[src/rtl/isfa_pkg.sv]
package isfa_pkg;

    localparam int SAMPLE_BITS     = 12;
    localparam int GAIN_BITS       = 16;
    localparam int GAIN_FRAC_BITS  = 12;
    localparam int INTEG_FRAC_BITS = 12;
    localparam int INTEG_W         = 40;
    localparam int ERR_W           = SAMPLE_BITS + 1;
    localparam int TICK_W          = 16;
    localparam int CFG_W           = 16;
    localparam int CFG_IDX_W       = 4;

    // Shared multiplier: gain x 25-bit signed operand, wide words fed in 24-bit halves
    localparam int MUL_B_W  = 25;
    localparam int HALF_SH  = 24;
    localparam int MUL_W    = GAIN_BITS + MUL_B_W;
    localparam int ACC_W    = 64;
    localparam int DRV_W    = 48;
    localparam int SAT_W    = ACC_W + 1;
    localparam int STEP_W   = 4;

    localparam logic [CFG_IDX_W-1:0] REG_STATE_GAIN    = CFG_IDX_W'(0);
    localparam logic [CFG_IDX_W-1:0] REG_INTEGRAL_GAIN = CFG_IDX_W'(1);
    localparam logic [CFG_IDX_W-1:0] REG_BACKCALC_GAIN = CFG_IDX_W'(2);
    localparam logic [CFG_IDX_W-1:0] REG_TICKS         = CFG_IDX_W'(3);

    localparam logic [1:0] ST_IN_RANGE = 2'd0;
    localparam logic [1:0] ST_HIGH     = 2'd1;
    localparam logic [1:0] ST_LOW      = 2'd2;

    localparam logic signed [GAIN_BITS-1:0] STATE_GAIN_RST    = 16'sd259;
    localparam logic signed [GAIN_BITS-1:0] INTEGRAL_GAIN_RST = -16'sd519;
    localparam logic signed [GAIN_BITS-1:0] BACKCALC_GAIN_RST = 16'sd3072;
    localparam logic [TICK_W-1:0]           TICKS_RST         = 16'd12;

    localparam logic signed [SAT_W-1:0] INTEG_MAX_X =
        {{(SAT_W-INTEG_W+1){1'b0}}, {(INTEG_W-1){1'b1}}};
    localparam logic signed [SAT_W-1:0] INTEG_MIN_X =
        {{(SAT_W-INTEG_W+1){1'b1}}, {(INTEG_W-1){1'b0}}};

    typedef struct packed {
        logic [SAMPLE_BITS-1:0] measured_sample;
        logic [SAMPLE_BITS-1:0] reference_sample;
    } in_item_t;

    typedef struct packed {
        logic [SAMPLE_BITS-1:0] dac_code;
        logic [1:0]             clamp_status;
    } out_item_t;

    typedef enum logic [2:0] {
        OP_NOP, OP_INTEG, OP_CLASSIFY, OP_BACKCALC, OP_COMMIT
    } op_t;

    typedef enum logic [1:0] {MA_SG, MA_IG, MA_BG} mul_a_t;

    typedef enum logic [2:0] {
        MB_MEAS, MB_INT_LO, MB_INT_HI, MB_EXC_LO, MB_EXC_HI
    } mul_b_t;

    typedef enum logic [1:0] {SH_NONE, SH_FRAC, SH_HALF} shift_t;
    typedef enum logic [1:0] {ACC_HOLD, ACC_LOAD, ACC_ADD} acc_op_t;
    typedef enum logic [1:0] {DRV_HOLD, DRV_CLR, DRV_SUB} drv_op_t;
    typedef enum logic [1:0] {JMP_NEXT, JMP_IN_RANGE, JMP_END} jmp_t;

    typedef struct packed {
        op_t               op;
        mul_a_t            mul_a;
        mul_b_t            mul_b;
        shift_t            sh;
        acc_op_t           acc;
        drv_op_t           drv;
        jmp_t              jmp;
        logic [STEP_W-1:0] target;
    } ctrl_t;

    typedef struct packed {
        logic start;
        logic in_range;
        logic out_free;
    } seq_in_t;

    localparam ctrl_t CW_NOP = '{op: OP_NOP, mul_a: MA_SG, mul_b: MB_MEAS, sh: SH_NONE,
                                 acc: ACC_HOLD, drv: DRV_HOLD, jmp: JMP_NEXT, target: '0};

    localparam logic [STEP_W-1:0] STEP_COMMIT = STEP_W'(12);

    function automatic ctrl_t micro_rom(input logic [STEP_W-1:0] step);
        ctrl_t w;
        w = CW_NOP;
        case (step)
            STEP_W'(0):
            begin
                w.op  = OP_INTEG;
                w.drv = DRV_CLR;
            end
            STEP_W'(1):
            begin
                w.mul_a = MA_IG;
                w.mul_b = MB_INT_LO;
            end
            STEP_W'(2):
            begin
                w.mul_a = MA_IG;
                w.mul_b = MB_INT_HI;
                w.sh    = SH_HALF;
                w.acc   = ACC_LOAD;
            end
            STEP_W'(3):
            begin
                w.acc = ACC_ADD;
            end
            STEP_W'(4):
            begin
                w.mul_a = MA_SG;
                w.mul_b = MB_MEAS;
                w.sh    = SH_FRAC;
                w.drv   = DRV_SUB;
            end
            STEP_W'(5):
            begin
                w.acc = ACC_LOAD;
            end
            STEP_W'(6):
            begin
                w.drv = DRV_SUB;
            end
            STEP_W'(7):
            begin
                w.op     = OP_CLASSIFY;
                w.jmp    = JMP_IN_RANGE;
                w.target = STEP_COMMIT;
            end
            STEP_W'(8):
            begin
                w.mul_a = MA_BG;
                w.mul_b = MB_EXC_LO;
            end
            STEP_W'(9):
            begin
                w.mul_a = MA_BG;
                w.mul_b = MB_EXC_HI;
                w.sh    = SH_HALF;
                w.acc   = ACC_LOAD;
            end
            STEP_W'(10):
            begin
                w.acc = ACC_ADD;
            end
            STEP_W'(11):
            begin
                w.op = OP_BACKCALC;
            end
            STEP_COMMIT:
            begin
                w.op  = OP_COMMIT;
                w.jmp = JMP_END;
            end
            default:
            begin
                w.jmp = JMP_END;
            end
        endcase
        return w;
    endfunction

    function automatic logic signed [INTEG_W-1:0] sat_integ(input logic signed [SAT_W-1:0] x);
        logic signed [INTEG_W-1:0] r;
        if (x > INTEG_MAX_X)
            r = INTEG_MAX_X[INTEG_W-1:0];
        else if (x < INTEG_MIN_X)
            r = INTEG_MIN_X[INTEG_W-1:0];
        else
            r = x[INTEG_W-1:0];
        return r;
    endfunction

endpackage

[src/rtl/integral_state_feedback_antiwindup_core.sv]
// Non-sampling tick: accepted with no result; the next tick can be taken the cycle after.
// Sampling tick: the result is registered at the commit step; the back-calculation steps are
// skipped when the drive is in range. The next tick is taken once the result is registered.
// A 13-step microprogram runs all three products through one shared 16x25 multiplier.
// A pending result that is not taken holds the last step; ticks wait meanwhile.
// Reset (async, active low) loads default gains and period and clears counter and integral.
module integral_state_feedback_antiwindup_core
    import isfa_pkg::*;
#(
    parameter int GAIN_FRAC = GAIN_FRAC_BITS
)
(
    input  logic                 clk,
    input  logic                 rst_n,
    input  logic                 sample_valid,
    output logic                 sample_ready,
    input  in_item_t             sample,
    output logic                 result_valid,
    input  logic                 result_ready,
    output out_item_t            result,
    input  logic                 wr_en,
    input  logic [CFG_IDX_W-1:0] wr_index,
    input  logic [CFG_W-1:0]     wr_data
);

    logic signed [GAIN_BITS-1:0] state_gain_reg, integral_gain_reg, backcalc_gain_reg;
    logic        [TICK_W-1:0]    ticks_reg;
    logic        [TICK_W-1:0]    tick_count_reg, tick_count_next;
    logic                        result_valid_reg;
    out_item_t                   result_reg;

    logic      accept, fire, busy, in_range;
    seq_in_t   sin;
    ctrl_t     cw;
    out_item_t dp_result;

    assign sample_ready    = !busy;
    assign accept          = sample_valid && sample_ready;
    assign tick_count_next = tick_count_reg + TICK_W'(1);
    assign fire            = tick_count_next == ticks_reg;

    assign sin.start    = accept && fire;
    assign sin.in_range = in_range;
    assign sin.out_free = !result_valid_reg || result_ready;

    assign result_valid = result_valid_reg;
    assign result       = result_reg;

    isfa_seq u_seq (
        .clk   (clk),
        .rst_n (rst_n),
        .sin   (sin),
        .cw    (cw),
        .busy  (busy)
    );

    isfa_dp #(
        .GAIN_FRAC (GAIN_FRAC)
    ) u_dp (
        .clk           (clk),
        .rst_n         (rst_n),
        .cw            (cw),
        .start         (sin.start),
        .sample        (sample),
        .state_gain    (state_gain_reg),
        .integral_gain (integral_gain_reg),
        .backcalc_gain (backcalc_gain_reg),
        .in_range      (in_range),
        .result        (dp_result)
    );

    always_ff @(posedge clk or negedge rst_n)
    begin
        if (!rst_n)
        begin
            state_gain_reg    <= STATE_GAIN_RST;
            integral_gain_reg <= INTEGRAL_GAIN_RST;
            backcalc_gain_reg <= BACKCALC_GAIN_RST;
            ticks_reg         <= TICKS_RST;
        end
        else if (wr_en)
        begin
            case (wr_index)
                REG_STATE_GAIN:    state_gain_reg    <= $signed(wr_data);
                REG_INTEGRAL_GAIN: integral_gain_reg <= $signed(wr_data);
                REG_BACKCALC_GAIN: backcalc_gain_reg <= $signed(wr_data);
                REG_TICKS:         ticks_reg         <= wr_data;
                default:           ticks_reg         <= ticks_reg;
            endcase
        end
    end

    // advance the tick counter on every request; a match restarts the period
    always_ff @(posedge clk or negedge rst_n)
    begin
        if (!rst_n)
            tick_count_reg <= '0;
        else if (accept)
            tick_count_reg <= fire ? '0 : tick_count_next;
    end

    always_ff @(posedge clk or negedge rst_n)
    begin
        if (!rst_n)
            result_valid_reg <= 1'b0;
        else if (cw.op == OP_COMMIT)
            result_valid_reg <= 1'b1;
        else if (result_ready)
            result_valid_reg <= 1'b0;
    end

    always_ff @(posedge clk)
    begin
        if (cw.op == OP_COMMIT)
            result_reg <= dp_result;
    end

endmodule

[src/rtl/isfa_seq.sv]
module isfa_seq
    import isfa_pkg::*;
(
    input  logic    clk,
    input  logic    rst_n,
    input  seq_in_t sin,
    output ctrl_t   cw,
    output logic    busy
);

    logic              running_reg, running_next;
    logic [STEP_W-1:0] step_reg, step_next;
    ctrl_t             rom_word;

    assign rom_word = micro_rom(step_reg);
    assign busy     = running_reg;

    always_comb
    begin
        cw           = CW_NOP;
        step_next    = step_reg;
        running_next = running_reg;
        if (running_reg)
        begin
            cw = rom_word;
            case (rom_word.jmp)
                JMP_NEXT:
                begin
                    step_next = step_reg + STEP_W'(1);
                end
                JMP_IN_RANGE:
                begin
                    step_next = sin.in_range ? rom_word.target : step_reg + STEP_W'(1);
                end
                JMP_END:
                begin
                    // hold on the last step until the output register is free
                    if (sin.out_free)
                    begin
                        running_next = 1'b0;
                        step_next    = '0;
                    end
                    else
                    begin
                        cw = CW_NOP;
                    end
                end
                default:
                begin
                    running_next = 1'b0;
                    step_next    = '0;
                end
            endcase
        end
        else if (sin.start)
        begin
            running_next = 1'b1;
            step_next    = '0;
        end
    end

    always_ff @(posedge clk or negedge rst_n)
    begin
        if (!rst_n)
        begin
            running_reg <= 1'b0;
            step_reg    <= '0;
        end
        else
        begin
            running_reg <= running_next;
            step_reg    <= step_next;
        end
    end

endmodule

[src/rtl/isfa_dp.sv]
module isfa_dp
    import isfa_pkg::*;
#(
    parameter int GAIN_FRAC = GAIN_FRAC_BITS
)
(
    input  logic                        clk,
    input  logic                        rst_n,
    input  ctrl_t                       cw,
    input  logic                        start,
    input  in_item_t                    sample,
    input  logic signed [GAIN_BITS-1:0] state_gain,
    input  logic signed [GAIN_BITS-1:0] integral_gain,
    input  logic signed [GAIN_BITS-1:0] backcalc_gain,
    output logic                        in_range,
    output out_item_t                   result
);

    localparam logic signed [DRV_W-1:0] FULL_Q =
        DRV_W'(((64'd1 << SAMPLE_BITS) - 64'd1) << INTEG_FRAC_BITS);

    logic        [SAMPLE_BITS-1:0] meas_reg, setpt_reg;
    logic signed [INTEG_W-1:0]     integ_acc_reg;
    logic signed [ERR_W-1:0]       perr_reg;
    logic signed [INTEG_W-1:0]     integ_reg;
    logic signed [ACC_W-1:0]       prod_reg, acc_reg;
    logic signed [DRV_W-1:0]       drive_reg, exc_reg;
    logic        [SAMPLE_BITS-1:0] code_reg;
    logic        [1:0]             status_reg;

    logic signed [GAIN_BITS-1:0] mul_a;
    logic signed [MUL_B_W-1:0]   mul_b;
    logic signed [MUL_W-1:0]     mul_full;
    logic signed [ACC_W-1:0]     mul_ext, prod_next;
    logic signed [ACC_W-1:0]     acc_sh;
    logic                        over_hi, under_lo;
    logic signed [SAT_W-1:0]     integ_sum, integ_back;
    logic signed [ERR_W-1:0]     err_next;

    always_comb
    begin
        case (cw.mul_a)
            MA_SG:   mul_a = state_gain;
            MA_IG:   mul_a = integral_gain;
            MA_BG:   mul_a = backcalc_gain;
            default: mul_a = state_gain;
        endcase
    end

    always_comb
    begin
        case (cw.mul_b)
            MB_MEAS:   mul_b = $signed({{(MUL_B_W-SAMPLE_BITS){1'b0}}, meas_reg});
            MB_INT_LO: mul_b = $signed({1'b0, integ_reg[HALF_SH-1:0]});
            MB_INT_HI: mul_b = $signed({{(MUL_B_W-INTEG_W+HALF_SH){integ_reg[INTEG_W-1]}},
                                        integ_reg[INTEG_W-1:HALF_SH]});
            MB_EXC_LO: mul_b = $signed({1'b0, exc_reg[HALF_SH-1:0]});
            MB_EXC_HI: mul_b = $signed({{(MUL_B_W-DRV_W+HALF_SH){exc_reg[DRV_W-1]}},
                                        exc_reg[DRV_W-1:HALF_SH]});
            default:   mul_b = '0;
        endcase
    end

    assign mul_full = mul_a * mul_b;
    assign mul_ext  = ACC_W'(mul_full);

    always_comb
    begin
        case (cw.sh)
            SH_NONE: prod_next = mul_ext;
            SH_FRAC: prod_next = mul_ext <<< INTEG_FRAC_BITS;
            SH_HALF: prod_next = mul_ext <<< HALF_SH;
            default: prod_next = mul_ext;
        endcase
    end

    assign acc_sh     = acc_reg >>> GAIN_FRAC;
    assign over_hi    = drive_reg > FULL_Q;
    assign under_lo   = drive_reg[DRV_W-1];
    assign in_range   = !over_hi && !under_lo;
    assign integ_sum  = SAT_W'(integ_acc_reg) + (SAT_W'(perr_reg) <<< INTEG_FRAC_BITS);
    assign integ_back = SAT_W'(integ_reg) - SAT_W'(acc_sh);
    assign err_next   = $signed({1'b0, setpt_reg}) - $signed({1'b0, meas_reg});

    assign result.dac_code     = code_reg;
    assign result.clamp_status = status_reg;

    // controller state carried from one sampling tick to the next
    always_ff @(posedge clk or negedge rst_n)
    begin
        if (!rst_n)
        begin
            integ_acc_reg <= '0;
            perr_reg      <= '0;
        end
        else if (cw.op == OP_COMMIT)
        begin
            integ_acc_reg <= integ_reg;
            perr_reg      <= err_next;
        end
    end

    always_ff @(posedge clk)
    begin
        if (start)
        begin
            meas_reg  <= sample.measured_sample;
            setpt_reg <= sample.reference_sample;
        end

        prod_reg <= prod_next;

        case (cw.acc)
            ACC_LOAD: acc_reg <= prod_reg;
            ACC_ADD:  acc_reg <= acc_reg + prod_reg;
            default:  acc_reg <= acc_reg;
        endcase

        case (cw.drv)
            DRV_CLR: drive_reg <= '0;
            DRV_SUB: drive_reg <= drive_reg - DRV_W'(acc_sh);
            default: drive_reg <= drive_reg;
        endcase

        case (cw.op)
            OP_INTEG:
            begin
                integ_reg <= sat_integ(integ_sum);
            end
            OP_CLASSIFY:
            begin
                if (over_hi)
                begin
                    exc_reg    <= drive_reg - FULL_Q;
                    code_reg   <= '1;
                    status_reg <= ST_HIGH;
                end
                else if (under_lo)
                begin
                    exc_reg    <= drive_reg;
                    code_reg   <= '0;
                    status_reg <= ST_LOW;
                end
                else
                begin
                    exc_reg    <= drive_reg;
                    code_reg   <= drive_reg[INTEG_FRAC_BITS +: SAMPLE_BITS];
                    status_reg <= ST_IN_RANGE;
                end
            end
            OP_BACKCALC:
            begin
                integ_reg <= sat_integ(integ_back);
            end
            default:
            begin
                integ_reg <= integ_reg;
            end
        endcase
    end

endmodule
[config.mk]
export PLATFORM = sky130hd
export DESIGN_NAME = integral_state_feedback_antiwindup_core
export DESIGN_NICKNAME = d
export VERILOG_FILES = /design/src/rtl/isfa_pkg.sv /design/src/rtl/integral_state_feedback_antiwindup_core.sv /design/src/rtl/isfa_seq.sv /design/src/rtl/isfa_dp.sv
export SDC_FILE = /design/constraint.sdc
export NUM_CORES = 2
export LEC_CHECK = 0
export BUFFER_PORTS_ARGS = -buffer_cell sky130_fd_sc_hd__clkbuf_2
export CAP_MARGIN = 20
export CORE_MARGIN = 5
export CORE_UTILIZATION = 60
export CTS_BUF_LIST = sky130_fd_sc_hd__clkbuf_16
export DETAILED_ROUTE_END_ITERATION = 12
export GPL_TIMING_DRIVEN = 1
export PLACE_DENSITY = 0.72
export SLEW_MARGIN = 15
export SYNTH_ARGS = -nofsm -noshare
export SYNTH_HDL_FRONTEND = slang
export SYNTH_SLANG_ARGS = --single-unit
[constraint.sdc]
create_clock -name clk -period 28.1 [get_ports clk]
set_input_delay 5.62 -clock clk [delete_from_list [all_inputs] [get_ports clk]]
set_output_delay 5.62 -clock clk [all_outputs]
set_load 0.005 [all_outputs]
# After elaboration in Yosys (flattened, before gate mapping)
# Index checks and enable logic that the tools add are counted.
# word_totals
in_bits	49
output_inout_bits	16
word_cells	133
reg_bits	455
# classes
n_reduce_logical	28
magnitude_cmp	5
n_mux	35
eq_ne	35
mul	1
add_sub_neg	8
# ops
operator	n
64-bit one-hot mux with 2 select lines	2
40-bit 2-to-1 mux	4
65-bit by 40-bit greater-than comparator with 1-bit output (second input constant)	2
65-bit by 40-bit < comparator with 1-bit output (second input constant)	2
25-bit one-hot mux with 5 select lines	1
48-bit one-hot mux with 2 select lines	1
40-bit one-hot mux with 2 select lines	1
64-bit adder	1
20-bit 2-to-1 mux	3
40-bit by 52-bit subtractor with 53-bit output	1
48-bit by 25-bit greater-than comparator with 1-bit output (second input constant)	1
48-bit 2-to-1 mux	1
48-bit by 25-bit subtractor with 48-bit output (second input constant)	1
48-bit subtractor	1
40-bit by 25-bit adder with 41-bit output	1
16-bit by 25-bit multiplier with 41-bit output	1
16-bit one-hot mux with 2 select lines	1
4-bit equality test (second input constant)	5
4-bit 2-to-1 mux	5
5-bit one-hot mux with 4 select lines	1
16-bit by 1-bit adder with 16-bit output (second input constant)	1
16-bit equality test	1
4-bit by 2-bit equality test with 1-bit output (second input constant)	4
4-bit by 3-bit equality test with 1-bit output (second input constant)	4
other kinds (28)	66

# Logic depth before layout (Yosys ltp)
# depth
ltp_word	10
ltp_mapped	37
ltp_nobuf	33

# Cells and area by module
# A second synthesis with hierarchy kept.
# unflattened
cells_unflattened	4987
area_unflattened_um2	45544.9
# modules_own_cells
mod	cells_each	seq_area_each_um2	area_per_inst_um2	n_inst
isfa_dp	4560	9754.4	40450.0	1
integral_state_feedback_antiwindup_core	342	2472.4	4386.7	1
isfa_seq	85	125.1	708.2	1

# Worst setup path before layout
# OpenSTA, ideal clock, no wires.
# synth_timing
path_type	reg-to-reg
startpoint	reg u_seq.step_reg[0]
endpoint	reg u_dp.prod_reg[43]
period_less_slack_ps	8945
setup_ps	132
n_path_buf	4
stages_incl_launch_ff	35
setup_slack_ps	19155
required_time_ps	27968
t_arrival_ps	8813
path_cell_list	dfrtp_1 > inv_1 > ha_1 > o21ai_0 > or3_1 > inv_1 > ha_1 > clkbuf_1 > clkbuf_1 > a22oi_1 > o21ai_0 > clkbuf_1 > nand2_1 > fa_1 > fa_1 > inv_1 > fa_1 > inv_1 > fa_1 > fa_1 > fa_1 > inv_1 > ha_1 > a21o_1 > a21o_1 > a211oi_1 > o211ai_1 > a41oi_2 > or2_1 > a21oi_1 > o221a_2 > mux2_4 > a2111oi_4 > buf_4 > o211ai_1
# synth_via
elab_chain_cells	10
word_cells_on_any_way	34
cone_classes	1 x mul; 20 x eq/ne; 9 x mux; 4 x reduce/logical
# synth_lines
element	line	rtl
from (decl)	isfa_seq.sv:12	logic [STEP_W-1:0] step_reg, step_next;
from (signal assigned)	isfa_seq.sv:72	step_reg <= step_next;
4-bit by 1-bit equality test with 1-bit output (tied with other cells)	isfa_pkg.sv:91	case (step)
11-bit OR reduction (no source line)	--	
2-bit one-hot mux with 2 select lines	isfa_pkg.sv:91	
2-bit equality test	isfa_seq.sv:26	case (rom_word.jmp)
20-bit 2-to-1 mux *	isfa_seq.sv:26	
20-bit 2-to-1 mux *	isfa_seq.sv:23	if (running_reg)
3-bit equality test (tied with other cells)	isfa_dp.sv:52	case (cw.mul_b)
25-bit one-hot mux with 5 select lines or 16-bit one-hot mux with 2 select lines (tied branches)	isfa_dp.sv:52, isfa_dp.sv:42	
16-bit by 25-bit multiplier with 41-bit output	isfa_dp.sv:64	assign mul_full = mul_a * mul_b;
64-bit one-hot mux with 2 select lines *	isfa_dp.sv:69	case (cw.sh)
named net u_dp.prod_next[43]	isfa_dp.sv:34	logic signed [ACC_W-1:0] mul_ext, prod_next;
to (signal assigned)	isfa_dp.sv:111	prod_reg <= prod_next;
to (decl)	isfa_dp.sv:26	logic signed [ACC_W-1:0] prod_reg, acc_reg;
# Mark *: on every way through the listed nets, which the timed path passes. The rest lies on a longest branch.
# A chain may end at the register's enable or synchronous reset.

# Final worst setup path
# layout_timing
startpoint	reg u_seq.step_reg[0]
endpoint	reg u_dp.prod_reg[42]
# The elaborated chain is that of the path after synthesis.

==> flow_summary.ini <==
[global_route]
track_usage_pct = 32.3
grt_pass1_vias = 36000
antenna_found_initial = 1
grt_max_degree = 73
grt_overflow = 0
grt_pass1_wl_mm = 207

[cells_and_area]
seq_area_um2 = 12400
finalNonFillerCells = 5961
area_growth_pct = 6.87
layout_common_cells = inv_1, nand2_1, nor2_1, fa_1, ha_1
num-fill-cells = 6265
final_area_um2 = 48200
layout_commonest_cell = inv_1
drive_gt1_share_pct = 8.54
fin_nets = 5703
multi_input_area_um2 = 29700

[timing]
clock.fmax_mhz = 96.8
layout_min_cycle_time_ns = 10.33
hold_viol = 0
slew_headroom_pct = 19.5
finClkSkew_ns = 0.0465
worst_pin_slew_ns = 1.20
report.final.slew_viol_count = 0
worst_slack_ns = 17.77
period_share_pct = 36.8
final.setup.tns_ns = 0
rsz0062_at_grt = no
setup_violations = 0

[worst_setup_path]
worstPathBufferInverterCount = 5
worstPathMaxFanout = 44
arrival_ns = 10.80
reg2reg_depth = 28
r2r_setup_slack_ns = 17.77
startpoint = u_seq.step_reg[0]$_DFFE_PN0P_
cp-end-kind = flip-flop
cp_slowest_cell = a2111oi_4
r2r-start = u_seq.step_reg[0]$_DFFE_PN0P_
start_kind = flip-flop
required_ns = 28.57
max_stage_delay_ns = 0.77
cpMostUsedCell = fa_1
cpLargestDelayFamily = adder cells
reg2reg_to = u_dp.prod_reg[42]$_DFF_P_
path_class = reg -> reg

[run_status]
status = complete, no violations

[synth]
ys.flop_type = edfxtp_1
synth.yosys.seq_area_share_pct = 27.4
synth_top_area_cell = fa_1
syn_area_um2 = 45100
async_reset_ff_share_pct = 30.5
syn_area_per_cell_um2 = 9.06
synth.distinct_cells = 99
synth_cells = 4975
ys_warn_count = 0
synthTopCellsByArea = fa_1, edfxtp_1, ha_1
synth_edf_count = 252
syn_nets = 5731
synth_top_area_share_pct = 17.5
ys_ff_latch = 455

[floorplan]
start_util_pct = 60.5
die_h_um = 284
die_w_um = 284
core_um2 = 74400
fp.dieArea_um2 = 80700
io_pins = 65
num_rows = 100

[clock_network]
root_buffer = clkbuf_16
post_cts_resized = 0
clock_sink_count = 455
clk_latency_ns = 0.63
numCtsBuffers = 52
ctsHoldBuffers = 0
cts_tree = yes
htree_levels = 2
clock_path_buffers = 3
cts_setup_buffers = 0
path_clk_slew_ns = 0.07

[drt]
drt_wl_total_mm = 132
vias = 36800
ant_nets = 0
drtPass1Iterations = 6
via_per_inst = 6.17
drc = 0
drt_iter0_drc = 3388
wl_per_cell_um = 22.2

[place]
hpwl_mm = 103
globalplace.congestion = 0.978
placed_cell_area_um2 = 46400
dpl_worst_slack_ns = 17.96
dp_cells = 5861
port_buffers = 64

[power_and_ir_drop]
power.total_mw = 4.65
peakVddDrop_uv = 219
p_leak_nw = 21.9
power_density_nw_per_um2 = 96.5

[worst_hold_path]
hp-start = u_dp.code_reg[0]$_SDFFCE_PN1N_
holdPathStages = 0
hp-class = reg -> reg
hold_path_end = result[2]$_DFFE_PP_

[job]
cap_viol_max_count = 0
-- synthesized netlist by cell type (26+ instances only) --
library cell and count:
inv_1 624, nand2_1 612, nor2_1 428, fa_1 393
ha_1 314, a21oi_1 261, edfxtp_1 252, o21ai_0 226
clkbuf_1 182, xnor2_1 153, a21o_1 144, mux2_2 123
dfrtp_1 119, xor2_1 94, nand3_1 67, dfxtp_1 64
nor3_1 50, nand2b_1 47, nand4_1 46, o22ai_1 44
a22oi_1 41, o21a_1 40, and3_1 39, a31oi_1 37
o21bai_1 34, a221oi_1 33, nor2b_1 33, and2_1 32
o211ai_1 29, a21boi_0 27, o31ai_1 27, a221o_1 26
-- through the flow --
| step | hold slack [ns] | util [%] |
|---|---|---|
| detailed placement | 0.405 | 62.3 |
| global route | 0.423 | 64.7 |
| finish | 0.420 | 64.7 |
| CTS | 0.421 | 64.7 |
| floorplan | 0.400 | - |
| global placement | 0.406 | 62.3 |
-- final cells by class --
class,instances,share of cell area (%)
Antenna cell,1,0.00520
Clock buffer,56,2.91
Clock inverter,42,0.712
Inverter,626,4.88
Multi-Input combinational cell,3682,61.6
Sequential cell,455,25.6
Tap cell,969,2.52
Timing Repair Buffer,130,1.71
-- layer usage --
metal	vias to the layer above	wire length (um)	GRT usage (%)	share of wire (%)
met5	-	13	0	0.0098
met4	2	6390	12.6	4.8
met3	345	11700	7.41	8.8
met2	1527	59600	51.2	45
met1	18000	54600	43.6	41
li1	17000	-	-	-
-- power breakdown --
| part | switching (mW) | internal [mW] |
|---|---|---|
| registers | 0.0869 | 0.843 |
| clock network | 0.301 | 0.399 |
| logic | 1.88 | 1.14 |
-- cells by family (layout without fill, tap and decap cells) --
| group | Yosys count | count (layout) | synth area share [%] |
|---|---|---|---|
| buffers and inverters | 838 | 854 | 7.08 |
| adders and majority gates | 707 | 707 | 26.2 |
| and+or+nand+nor | 1455 | 1455 | 14.3 |
| DFF | 455 | 455 | 27.4 |
| other | 0 | 1 | 0 |
| xor gates and xnor gates | 247 | 247 | 4.80 |
| muxes | 141 | 141 | 3.48 |
| AOI/OAI and AO/OA | 1132 | 1132 | 16.8 |
-- worst max-delay path by stage --
| stage | to | slack, ns | cells after the start |
|---|---|---|---|
| 2_1_floorplan | u_dp.prod_reg[43]$_DFF_P_ | 19.15 | 34 |
| 3_3_place_gp | u_dp.prod_reg[47]$_DFF_P_ | 18.21 | 29 |
| 3_5_place_dp | u_dp.prod_reg[46]$_DFF_P_ | 17.96 | 28 |
| 4_1_cts | u_dp.prod_reg[42]$_DFF_P_ | 17.94 | 28 |
| 5_1_grt | u_dp.prod_reg[42]$_DFF_P_ | 17.32 | 29 |
| 6_report | u_dp.prod_reg[42]$_DFF_P_ | 17.77 | 28 |
Power figures use the tool's default switching activity.
